<file path="config.mk">
export PLATFORM = sky130hd
export DESIGN_NAME = websocket_frame_deframer
export DESIGN_NICKNAME = d
export VERILOG_FILES = /design/src/hdl/wsd_pkg.sv /design/src/hdl/wsd_parser.sv /design/src/hdl/wsd_out_reg.sv /design/src/hdl/websocket_frame_deframer.sv
export VERILOG_INCLUDE_DIRS = /design/src /design/src/hdl
export SDC_FILE = /design/constraint.sdc
export NUM_CORES = 1
export LEC_CHECK = 0
export BUFFER_PORTS_ARGS = -buffer_cell sky130_fd_sc_hd__buf_4
export CORE_ASPECT_RATIO = 0.6
export CORE_MARGIN = 1.5
export CORE_UTILIZATION = 40
export DETAILED_ROUTE_END_ITERATION = 10
export HOLD_SLACK_MARGIN = 0.15
export SYNTH_ARGS = -nofsm -noshare
export SYNTH_HDL_FRONTEND = slang
export SYNTH_SLANG_ARGS = --single-unit
</file>
<file path="constraint.sdc">
create_clock -name i_clk -period 11.3 [get_ports i_clk]
set_input_delay 1.695 -clock i_clk [delete_from_list [all_inputs] [get_ports i_clk]]
set_output_delay 1.695 -clock i_clk [all_outputs]
set_load 0.05 [all_outputs]
</file>
<file path="src/hdl/websocket_frame_deframer_assert.svh">
// Assertion macros for the WebSocket frame deframer.
// Used by the top level only; no other dependencies.
`ifndef WEBSOCKET_FRAME_DEFRAMER_ASSERT_SVH
`define WEBSOCKET_FRAME_DEFRAMER_ASSERT_SVH

// same-cycle implication
`define WSD_ASSERT_IMP(lbl, clk, rstn, ante, cons, msg) \
    lbl: assert property (@(posedge clk) disable iff (!(rstn)) (ante) |-> (cons)) \
        else $error(msg);

// next-cycle implication
`define WSD_ASSERT_NXT(lbl, clk, rstn, ante, cons, msg) \
    lbl: assert property (@(posedge clk) disable iff (!(rstn)) (ante) |=> (cons)) \
        else $error(msg);

`endif

</file>
<file path="src/hdl/wsd_pkg.sv">
// Package for the WebSocket frame deframer: parser phases, error codes,
// result struct. No dependencies.
package wsd_pkg;

    typedef enum logic [2:0] {
        PH_HDR0    = 3'd0,
        PH_HDR1    = 3'd1,
        PH_EXTLEN  = 3'd2,
        PH_MASK    = 3'd3,
        PH_PAYLOAD = 3'd4,
        PH_STOPPED = 3'd5
    } t_phase;

    typedef enum logic [2:0] {
        ERR_NONE          = 3'd0,
        ERR_RESERVED      = 3'd1,
        ERR_BAD_OPCODE    = 3'd2,
        ERR_CTRL_NOT_FIN  = 3'd3,
        ERR_ORPHAN_CONT   = 3'd4,
        ERR_CONT_EXPECTED = 3'd5,
        ERR_CTRL_TOO_LONG = 3'd6,
        ERR_STOPPED       = 3'd7
    } t_err;

    localparam logic [3:0] OP_CONT  = 4'h0;
    localparam logic [3:0] OP_BIN   = 4'h2;
    localparam logic [3:0] OP_CLOSE = 4'h8;
    localparam logic [3:0] OP_PONG  = 4'hA;

    localparam logic [6:0] LEN_CTRL_MAX = 7'd125;
    localparam logic [6:0] LEN_EXT16    = 7'd126;
    localparam logic [6:0] LEN_EXT64    = 7'd127;

    typedef struct packed {
        t_err       error_code;
        logic       masked_flag;
        logic [3:0] frame_opcode;
        logic       fin_flag;
        logic       end_of_frame;
        logic       has_byte;
        logic [7:0] payload_byte;
    } t_result;

endpackage

</file>
<file path="src/hdl/wsd_parser.sv">
// Frame parser: header, extended length, mask key and payload unmasking.
// State advances on each accepted byte. Depends on wsd_pkg.
module wsd_parser (
    input  logic             i_clk,
    input  logic             i_rst_n,
    input  logic             i_accept,
    input  logic [7:0]       i_byte,
    output logic             o_res_valid,
    output wsd_pkg::t_result o_res,
    output logic             o_stopped
);

    wsd_pkg::t_phase r_phase, n_phase;
    logic        r_cur_fin, n_cur_fin;
    logic [3:0]  r_cur_opcode, n_cur_opcode;
    logic        r_mask_present, n_mask_present;
    logic        r_mask_nonzero, n_mask_nonzero;
    logic [31:0] r_mask_key, n_mask_key;
    logic [2:0]  r_byte_counter, n_byte_counter;
    logic [63:0] r_remaining, n_remaining;
    logic [1:0]  r_mask_index, n_mask_index;
    logic [3:0]  r_pending, n_pending;

    logic        w_after_len;
    logic        w_after_hdr;
    logic        w_finish;
    logic        w_fin;
    logic [3:0]  w_op;
    logic [6:0]  w_len;
    logic [7:0]  w_key_byte;
    logic        w_last;

    always_comb begin
        n_phase        = r_phase;
        n_cur_fin      = r_cur_fin;
        n_cur_opcode   = r_cur_opcode;
        n_mask_present = r_mask_present;
        n_mask_nonzero = r_mask_nonzero;
        n_mask_key     = r_mask_key;
        n_byte_counter = r_byte_counter;
        n_remaining    = r_remaining;
        n_mask_index   = r_mask_index;
        n_pending      = r_pending;
        w_after_len    = 1'b0;
        w_after_hdr    = 1'b0;
        w_finish       = 1'b0;
        o_res_valid    = 1'b0;
        o_res          = '0;
        w_fin          = i_byte[7];
        w_op           = i_byte[3:0];
        w_len          = i_byte[6:0];
        w_last         = 1'b0;
        case (r_mask_index)
            2'd0:    w_key_byte = r_mask_key[31:24];
            2'd1:    w_key_byte = r_mask_key[23:16];
            2'd2:    w_key_byte = r_mask_key[15:8];
            default: w_key_byte = r_mask_key[7:0];
        endcase
        if (!r_mask_present) begin
            w_key_byte = 8'h00;
        end

        case (r_phase)
            wsd_pkg::PH_HDR0: begin
                o_res_valid = 1'b1;
                n_phase     = wsd_pkg::PH_STOPPED;
                if (i_byte[6:4] != 3'b000) begin
                    o_res.error_code = wsd_pkg::ERR_RESERVED;
                end else if (!(w_op <= wsd_pkg::OP_BIN ||
                               (w_op >= wsd_pkg::OP_CLOSE && w_op <= wsd_pkg::OP_PONG))) begin
                    o_res.error_code = wsd_pkg::ERR_BAD_OPCODE;
                end else if (w_op[3] && !w_fin) begin
                    o_res.error_code = wsd_pkg::ERR_CTRL_NOT_FIN;
                end else if (w_op == wsd_pkg::OP_CONT && r_pending == 4'h0) begin
                    o_res.error_code = wsd_pkg::ERR_ORPHAN_CONT;
                end else if (w_op != wsd_pkg::OP_CONT && !w_op[3] && r_pending != 4'h0) begin
                    o_res.error_code = wsd_pkg::ERR_CONT_EXPECTED;
                end else begin
                    o_res_valid    = 1'b0;
                    n_cur_fin      = w_fin;
                    n_cur_opcode   = (w_op == wsd_pkg::OP_CONT) ? r_pending : w_op;
                    n_mask_present = 1'b0;
                    n_mask_nonzero = 1'b0;
                    n_mask_key     = '0;
                    n_remaining    = '0;
                    n_mask_index   = '0;
                    n_byte_counter = '0;
                    n_phase        = wsd_pkg::PH_HDR1;
                end
            end
            wsd_pkg::PH_HDR1: begin
                if (r_cur_opcode[3] && w_len > wsd_pkg::LEN_CTRL_MAX) begin
                    o_res_valid      = 1'b1;
                    o_res.error_code = wsd_pkg::ERR_CTRL_TOO_LONG;
                    n_phase          = wsd_pkg::PH_STOPPED;
                end else begin
                    n_mask_present = i_byte[7];
                    if (w_len == wsd_pkg::LEN_EXT16 || w_len == wsd_pkg::LEN_EXT64) begin
                        n_remaining    = '0;
                        n_byte_counter = (w_len == wsd_pkg::LEN_EXT16) ? 3'd1 : 3'd7;
                        n_phase        = wsd_pkg::PH_EXTLEN;
                    end else begin
                        n_remaining = {57'd0, w_len};
                        w_after_len = 1'b1;
                    end
                end
            end
            wsd_pkg::PH_EXTLEN: begin
                n_remaining = {r_remaining[55:0], i_byte};
                if (r_byte_counter == 3'd0) begin
                    w_after_len = 1'b1;
                end else begin
                    n_byte_counter = r_byte_counter - 3'd1;
                end
            end
            wsd_pkg::PH_MASK: begin
                n_mask_key = {r_mask_key[23:0], i_byte};
                if (i_byte != 8'h00) begin
                    n_mask_nonzero = 1'b1;
                end
                if (r_byte_counter == 3'd0) begin
                    w_after_hdr = 1'b1;
                end else begin
                    n_byte_counter = r_byte_counter - 3'd1;
                end
            end
            wsd_pkg::PH_PAYLOAD: begin
                w_last             = (r_remaining == 64'd1);
                n_mask_index       = r_mask_index + 2'd1;
                n_remaining        = r_remaining - 64'd1;
                o_res_valid        = 1'b1;
                o_res.payload_byte = i_byte ^ w_key_byte;
                o_res.has_byte     = 1'b1;
                o_res.end_of_frame = w_last;
                o_res.fin_flag     = r_cur_fin;
                o_res.frame_opcode = r_cur_opcode;
                o_res.masked_flag  = r_mask_present & r_mask_nonzero;
                w_finish           = w_last;
            end
            default: begin
                o_res_valid      = 1'b1;
                o_res.error_code = wsd_pkg::ERR_STOPPED;
                n_phase          = wsd_pkg::PH_STOPPED;
            end
        endcase

        if (w_after_len) begin
            if (n_mask_present) begin
                n_phase        = wsd_pkg::PH_MASK;
                n_byte_counter = 3'd3;
            end else begin
                w_after_hdr = 1'b1;
            end
        end
        if (w_after_hdr) begin
            n_mask_index = '0;
            if (n_remaining == 64'd0) begin
                o_res_valid        = 1'b1;
                o_res.end_of_frame = 1'b1;
                o_res.fin_flag     = n_cur_fin;
                o_res.frame_opcode = n_cur_opcode;
                o_res.masked_flag  = n_mask_present & n_mask_nonzero;
                w_finish           = 1'b1;
            end else begin
                n_phase = wsd_pkg::PH_PAYLOAD;
            end
        end
        if (w_finish) begin
            if (!r_cur_opcode[3]) begin
                n_pending = r_cur_fin ? 4'h0 : r_cur_opcode;
            end
            n_phase = (r_cur_opcode == wsd_pkg::OP_CLOSE) ? wsd_pkg::PH_STOPPED
                                                         : wsd_pkg::PH_HDR0;
        end
    end

    always_ff @(posedge i_clk) begin
        if (!i_rst_n) begin
            r_phase        <= wsd_pkg::PH_HDR0;
            r_cur_fin      <= 1'b0;
            r_cur_opcode   <= '0;
            r_mask_present <= 1'b0;
            r_mask_nonzero <= 1'b0;
            r_mask_key     <= '0;
            r_byte_counter <= '0;
            r_remaining    <= '0;
            r_mask_index   <= '0;
            r_pending      <= '0;
        end else if (i_accept) begin
            r_phase        <= n_phase;
            r_cur_fin      <= n_cur_fin;
            r_cur_opcode   <= n_cur_opcode;
            r_mask_present <= n_mask_present;
            r_mask_nonzero <= n_mask_nonzero;
            r_mask_key     <= n_mask_key;
            r_byte_counter <= n_byte_counter;
            r_remaining    <= n_remaining;
            r_mask_index   <= n_mask_index;
            r_pending      <= n_pending;
        end
    end

    assign o_stopped = (r_phase == wsd_pkg::PH_STOPPED);

endmodule

</file>
<file path="src/hdl/wsd_out_reg.sv">
// Output register for result transfers; frees as soon as the sink takes it.
// Depends on wsd_pkg.
module wsd_out_reg (
    input  logic             i_clk,
    input  logic             i_rst_n,
    input  logic             i_load,
    input  wsd_pkg::t_result i_res,
    input  logic             i_take,
    output logic             o_valid,
    output wsd_pkg::t_result o_res,
    output logic             o_can_load
);

    logic             r_valid, n_valid;
    wsd_pkg::t_result r_res;

    always_comb begin
        n_valid = r_valid;
        if (i_load) begin
            n_valid = 1'b1;
        end else if (i_take) begin
            n_valid = 1'b0;
        end
    end

    always_ff @(posedge i_clk) begin
        if (!i_rst_n) begin
            r_valid <= 1'b0;
        end else begin
            r_valid <= n_valid;
        end
    end

    always_ff @(posedge i_clk) begin
        if (i_load) begin
            r_res <= i_res;
        end
    end

    assign o_valid    = r_valid;
    assign o_res      = r_res;
    assign o_can_load = !r_valid || i_take;

endmodule

</file>
<file path="src/hdl/websocket_frame_deframer.sv">
// WebSocket frame deframer: one received byte per cycle in, at most one result out.
// A result is registered and presented in the cycle after the byte that causes it is taken.
// Throughput: one byte per cycle unless a result waits untaken in the output register,
// which is refilled in the cycle it drains. Reset (i_rst_n low, synchronous): parser
// returns to the first header byte, no open message, output register empty.
// Depends on wsd_pkg, wsd_parser, wsd_out_reg, websocket_frame_deframer_assert.svh.
`include "websocket_frame_deframer_assert.svh"

module websocket_frame_deframer (
    input  logic       i_clk,
    input  logic       i_rst_n,
    input  logic       s_axis_tvalid,
    output logic       s_axis_tready,
    input  logic [7:0] s_axis_tdata,   // [7:0] data_byte
    output logic       m_axis_tvalid,
    input  logic       m_axis_tready,
    output logic [7:0] m_axis_tdata,   // [7:0] payload_byte
    output logic       m_axis_tlast,   // end_of_frame
    output logic [9:0] m_axis_tuser    // [0] has_byte, [1] fin_flag, [5:2] frame_opcode,
                                       // [6] masked_flag, [9:7] error_code
);

    logic             w_accept;
    logic             w_res_valid;
    logic             w_load;
    logic             w_stopped;
    wsd_pkg::t_result w_res;
    wsd_pkg::t_result w_out;

    assign w_accept = s_axis_tvalid && s_axis_tready;
    assign w_load   = w_accept && w_res_valid;

    wsd_parser u_parser (
        .i_clk       (i_clk),
        .i_rst_n     (i_rst_n),
        .i_accept    (w_accept),
        .i_byte      (s_axis_tdata),
        .o_res_valid (w_res_valid),
        .o_res       (w_res),
        .o_stopped   (w_stopped)
    );

    wsd_out_reg u_out_reg (
        .i_clk      (i_clk),
        .i_rst_n    (i_rst_n),
        .i_load     (w_load),
        .i_res      (w_res),
        .i_take     (m_axis_tready),
        .o_valid    (m_axis_tvalid),
        .o_res      (w_out),
        .o_can_load (s_axis_tready)
    );

    assign m_axis_tdata = w_out.payload_byte;
    assign m_axis_tlast = w_out.end_of_frame;
    assign m_axis_tuser = {w_out.error_code, w_out.masked_flag, w_out.frame_opcode,
                           w_out.fin_flag, w_out.has_byte};

    `WSD_ASSERT_IMP(a_err_clean, i_clk, i_rst_n,
        m_axis_tvalid && (w_out.error_code != wsd_pkg::ERR_NONE),
        !w_out.has_byte && !w_out.end_of_frame && !w_out.fin_flag && !w_out.masked_flag,
        "error result carries data or flags")

    `WSD_ASSERT_NXT(a_stop_after_err, i_clk, i_rst_n,
        w_load && (w_res.error_code != wsd_pkg::ERR_NONE),
        w_stopped,
        "parser not stopped after error result")

    `WSD_ASSERT_IMP(a_ready_when_empty, i_clk, i_rst_n,
        !m_axis_tvalid,
        s_axis_tready,
        "input stalled with empty output register")

endmodule

</file>
# Yosys cells after proc, flatten, opt, wreduce, memory -nomap -nowiden
# Cells that the tools add are included.
[word_totals]
out_inout_bits = 21
reg_bits = 135
input_bits = 12
[classes]
n_lt_le_gt_ge = 4
reduce_logical = 32
n_addsub = 3
n_mux = 108
eq_ne = 20
n_bitwise = 4
[ops]
columns = ["op", "n"]
rows = [
  ["64-bit 2-to-1 mux", 6],
  ["64-bit case mux with 4 select lines", 1],
  ["32-bit 2-to-1 mux", 5],
  ["3-bit 2-to-1 mux", 31],
  ["64-bit by 1-bit == test with 1-bit output, second input constant", 1],
  ["64-bit zero test", 1],
  ["32-bit case mux with 2 select lines", 1],
  ["64-bit by 1-bit subtractor with 64-bit output, second input constant", 1],
  ["1-bit 2-to-1 mux", 37],
  ["4-bit 2-to-1 mux", 7],
  ["3-bit case mux with 3 select lines", 3],
  ["8-bit case mux with 3 select lines", 1],
  ["7-bit 2-to-1 mux", 3],
  ["16-bit 2-to-1 mux", 1],
  ["7-bit == test, second input constant", 2],
  ["7-bit AND reduction", 2],
  ["2-bit 2-to-1 mux", 6],
  ["3-bit by 2-bit != test with 1-bit output, second input constant", 4],
  ["1-bit logical AND", 8],
  ["4-bit zero test", 2],
  ["8-bit 2-to-1 mux", 1],
  ["2-bit != test, second input constant", 4],
  ["4-bit nonzero test", 2],
  ["8-bit nonzero test", 1],
  ["29 further kinds", 40],
]

# Logic depth before layout (Yosys ltp)
[depth]
depth_word = 14
depth_mapped = 14
ltp_nobuf = 12

# Hierarchy
# A second synthesis with hierarchy kept.
[hier_totals]
hier_cells = 1188
hier_area_um2 = 9242.6
[modules_own_cells]
columns = ["mod", "n_inst", "seq_area_each_um2", "area_per_inst_um2", "cells_each"]
rows = [
  ["wsd_parser", 1, 2282.2, 8610.8, 1163],
  ["wsd_out_reg", 1, 590.6, 619.3, 23],
  ["websocket_frame_deframer", 1, 0.0, 12.5, 2],
]

# Worst setup path before layout
# OpenSTA, ideal clock, no wires.
[synth_timing]
path_kind = "input to register"
start = "input s_axis_tdata[7]"
end = "register u_out_reg.r_res, in the netlist u_out_reg.o_res[0], enable pin"
t_arrival_ps = 5032
path_slack_ps = 5867
n_path_buf = 3
stages = 12
setup_time_ps = 401
required_time_ps = 10899
cell_sequence = "clkbuf_1 -> nand2b_1 -> o2111ai_1 -> o21ai_1 -> buf_2 -> buf_1 -> mux2i_1 -> nor3b_1 -> nand4b_1 -> nor4_1 -> nand4_2 -> a21oi_1"
[synth_via]
elab_chain_len = 10
[synth_lines]
columns = ["item", "line_no", "rtl"]
rows = [
  ["start, declared", "websocket_frame_deframer.sv:14", "input logic [7:0] s_axis_tdata,"],
  ["1-bit zero test", "wsd_parser.sv:72", "end else if (w_op[3] && !w_fin) begin"],
  ["1-bit logical AND", "wsd_parser.sv:72", ""],
  ["64-bit 2-to-1 mux / 1-bit 2-to-1 mux (equally long branches)", "wsd_parser.sv:72", ""],
  ["64-bit 2-to-1 mux / 1-bit 2-to-1 mux (equally long branches)", "wsd_parser.sv:69", "end else if (!(w_op <= wsd_pkg::OP_BIN ||"],
  ["64-bit 2-to-1 mux / 1-bit 2-to-1 mux (equally long branches)", "wsd_parser.sv:67", "if (i_byte[6:4] != 3'b000) begin"],
  ["64-bit case mux with 4 select lines / 1-bit case mux with 2 select lines (equally long branches)", "wsd_parser.sv:63", "case (r_phase)"],
  ["64-bit zero test / 1-bit 2-to-1 mux (equally long branches)", "wsd_parser.sv:157, wsd_parser.sv:148", ""],
  ["1-bit 2-to-1 mux, on equally long branches", "wsd_parser.sv:157, wsd_parser.sv:147", ""],
  ["1-bit 2-to-1 mux (*)", "wsd_parser.sv:155", "if (w_after_hdr) begin"],
  ["1-bit logical AND (*)", "websocket_frame_deframer.sv:31", "assign w_load = w_accept && w_res_valid;"],
  ["named net u_out_reg.i_load", "wsd_out_reg.sv:6", "input logic i_load,"],
  ["end signal, assigned", "wsd_out_reg.sv:36", "r_res <= i_res;"],
  ["end, declared", "wsd_out_reg.sv:15", "wsd_pkg::t_result r_res;"],
]
# The timed path passes the listed nets; every way through them passes the cells marked *.
# A chain may end at the register's enable or synchronous reset.

# Worst setup path after layout
[layout_timing]
start = "input s_axis_tdata[2]"
end = "register u_out_reg.r_res, in the netlist u_out_reg.o_res[9], enable pin"
[layout_via]
elab_chain_len = 13
[layout_lines]
columns = ["item", "line_no", "rtl"]
rows = [
  ["4-bit nonzero test", "wsd_parser.sv:76", "end else if (w_op != wsd_pkg::OP_CONT && !w_op[3] && r_pending != 4'h0) begin"],
  ["1-bit logical AND (2 in series)", "wsd_parser.sv:76", ""],
  ["64-bit 2-to-1 mux / 1-bit 2-to-1 mux (equally long branches)", "wsd_parser.sv:76", ""],
  ["64-bit 2-to-1 mux / 1-bit 2-to-1 mux (equally long branches)", "wsd_parser.sv:74", "end else if (w_op == wsd_pkg::OP_CONT && r_pending == 4'h0) begin"],
  ["64-bit 2-to-1 mux / 1-bit 2-to-1 mux (equally long branches)", "wsd_parser.sv:72", ""],
  ["64-bit 2-to-1 mux / 1-bit 2-to-1 mux (equally long branches)", "wsd_parser.sv:69", ""],
  ["64-bit 2-to-1 mux / 1-bit 2-to-1 mux (equally long branches)", "wsd_parser.sv:67", ""],
  ["64-bit case mux with 4 select lines / 1-bit case mux with 2 select lines (equally long branches)", "wsd_parser.sv:63", ""],
  ["64-bit zero test / 1-bit 2-to-1 mux (equally long branches)", "wsd_parser.sv:157, wsd_parser.sv:148", ""],
  ["1-bit 2-to-1 mux, on equally long branches", "wsd_parser.sv:157, wsd_parser.sv:147", ""],
  ["1-bit 2-to-1 mux (*)", "wsd_parser.sv:155", ""],
  ["1-bit logical AND (*)", "websocket_frame_deframer.sv:31", ""],
  ["named net u_out_reg.i_load", "wsd_out_reg.sv:6", ""],
]
# Marks and branches as above.

==> impl_metrics.yaml <==
cells_and_area:
  final_area_sq_um: 10500
  fin_nets: 1267
  stdcell_count: 1576
  layout_common_cells: "nor2_1, nand2_1, dfxtp_1"
  fill_cells: 2399
  drive_gt1_share_pct: 10.2
  mostFrequentLayoutCell: "nor2_1"
  area_growth_pct: 9.25
worst_setup_path:
  crit_type: "input port to flip-flop"
  critPathArrivalTime_ns: 6.51
  worstPathMaxFanout: 22
  cpPeakStageDelay_ns: 0.97
  critPathLaunchType: "input port"
  critPathRequiredTime_ns: 11.35
  cpMostUsedCell: "nand2_1"
  end_kind: "flip-flop"
  crit_chain: "buf_4, nand3_1, o21ai_0, nand2_1, nand2_1, a22o_1, or3_1, nor4_1, nand4_2, a21oi_2"
  crit_slowest_cell: "a21oi_2"
floorplan:
  core_sq_um: 23300
  chipHeight_microns: 123
  initial_core_util_pct: 41.1
  num_rows: 43
  die-area_sq_um: 25000
  io_pins: 33
  die_w_microns: 203
placement:
  placedCellCount: 1543
  portBuffers: 32
  gp_congestion: 1.03
  hpwl_mm: 33.1
  placed_cell_area_sq_um: 9880
  pre_cts_slack_ns: 4.64
synthesis:
  synthArstFlopShare_pct: 0
  synth-seq-area-share_pct: 29.9
  ys_warn_count: 0
  synth_edf_count: 19
  syn_inst: 1309
  synth_cell_types: 89
  syn_avg_cell_area_sq_um: 7.34
  syn_area_sq_um: 9600
  ys_dominant_reg_cell: "dfxtp_1"
  yosys_register_bits: 134
  syn_nets: 1329
status:
  status: "complete, no violations"
pwr:
  p_leak_nw: 3.77
  p_per_area_nw_per_um2: 158
  ir_drop_v: 0.0000998
global_routing:
  grt_pass1_vias: 9371
  overflow: 0
  grt_antenna_before_repair: 4
  grt_util_all_layers_pct: 36.2
  grt_pass1_wl_mm: 65.8
  grt_max_degree: 67
detailed_routing:
  first_pass_iters: 6
  first_iter_violations: 1825
  viasPerCell: 6.90
  antenna_left: 0
  route.detailed.drc: 0
  vias: 10900
  wire_per_inst_microns: 28.8
  wirelength_mm: 45.4
clocking:
  cts_buffers: 17
  clk_latency_ns: 0.44
  clkTransAtPathRegs_ns: 0.06
  cts_sinks: 134
  clock_path_buffers: 2
  cts_tree: "done"
  postCtsHoldBufs: 0
  clockRootBuffer: "clkbuf_16"
  cts_resized: 0
  post-cts-setup-buffers: 0
  htreeDepth: 4
sta:
  report.final.slew_viol_count: 0
  min_period_over_period_pct: 57.1
  slew_headroom_pct: 17.4
  hold_viol_final: 0
  rsz0062_at_grt: "no"
  min_period_ns: 6.45
  setup-tns-final_ns: 0
  finClkSkew_ns: 0.0128
  worst_pin_slew_ns: 1.23
  setup_ws_ns: 4.85
  finalSetupViolCount: 0
  fmax_ghz: 0.155
min_path:
  min_path_type: "flip-flop to flip-flop"
job:
  cap_violations: 0
## flip-flops by register name, indices dropped and copies added, names as in the netlist, 2 cells and up
register / count
u_parser.r_remaining: 64
u_parser.r_mask_key: 32
u_out_reg.o_res: 19
u_parser.r_cur_opcode: 4
u_parser.r_byte_counter: 3
u_parser.r_pending: 3
u_parser.r_phase: 3
u_parser.r_mask_index: 2
## synth_stat cells (11+ instances only)
master / instances / area share, %
dfxtp_1: 115 / 24
a211oi_1: 26 / 2.0
nor3_1: 52 / 2.7
xor2_1: 16 / 1.5
nor2b_1: 12 / 0.78
a21oi_1: 82 / 4.3
inv_1: 16 / 0.63
or4_1: 16 / 1.3
a22oi_1: 51 / 4.0
nand4b_1: 11 / 1.0
nand4_1: 42 / 2.7
nand3_1: 27 / 1.4
buf_1: 12 / 0.47
nor2_1: 180 / 7.0
edfxtp_1: 19 / 5.9
o21ai_0: 56 / 2.9
a31oi_1: 16 / 1.0
nand2_1: 132 / 5.2
buf_2: 20 / 1.0
clkbuf_1: 103 / 4.0
and2_1: 23 / 1.5
o31ai_1: 12 / 0.94
nor4_1: 46 / 3.0
## through the flow
stage / utilization (%) / hold slack (ns) / total power [W]
finish: 44.9 / 0.508 / 0.00166
global route: 44.9 / 0.535 / 0.00171
CTS: 44.9 / 0.510 / 0.00163
detailed placement: 42.3 / 0.493 / 0.00104
global placement: 42.3 / 0.483 / 0.00105
floorplan: - / 0.466 / 0.000869
## logic make-up after synthesis
group	share of synthesized area [%]
AO/OA/AOI/OAI	25.3
XOR/XNOR	2.28
adder cells (fa/ha/maj)	1.04
buffers and inverters	6.67
flip-flops	29.9
multiplexers	1.16
AND/OR/NAND/NOR	33.6
## path summary, 6_finish.rpt
check,cells past startpoint,endpoint,slack [ns],from
worst max register to register,9,u_out_reg.o_res[9],5.32,u_parser.r_remaining[37]
worst max-delay path,10,u_out_reg.o_res[9],4.85,s_axis_tdata[2]
worst min register to register,2,u_parser.r_mask_key[28],0.51,u_parser.r_mask_key[28]
worst min-delay path,2,u_parser.r_mask_key[28],0.51,u_parser.r_mask_key[28]
## critical path: cells and delay by family
family / cells / cell delay [ns]
compound gates: 3 / 1.70
simple gates: 6 / 2.92
buf+inv: 1 / 0.16
## final cells by class
| type | instances | area [sq um] | area share, % |
|---|---|---|---|
| Clock buffer | 19 | 453 | 4.32 |
| Tap cell | 315 | 394 | 3.76 |
| Inverter | 18 | 67.6 | 0.644 |
| Antenna cell | 1 | 2.50 | 0.0238 |
| Timing Repair Buffer | 58 | 435 | 4.15 |
| Clock inverter | 13 | 156 | 1.49 |
| Sequential cell | 134 | 2870 | 27.4 |
| Multi-Input combinational cell | 1018 | 6110 | 58.2 |
## metal layers
| metal | vias up | wire [microns] | track usage [%] |
|---|---|---|---|
| li1 | 4768 | - | - |
| met1 | 5241 | 21700 | 57.8 |
| met2 | 830 | 15900 | 43.0 |
| met3 | 41 | 7220 | 14.3 |
| met4 | 0 | 486 | 6.94 |
| met5 | - | 0 | 0 |
## report_power, final
group / internal, W / switching, W / total (W)
clock network: 0.000344 / 0.000254 / 0.000598
logic: 0.000141 / 0.000379 / 0.000520
registers: 0.000505 / 0.0000399 / 0.000545
total: 0.000990 / 0.000672 / 0.00166
Power figures use the tool's default switching activity.
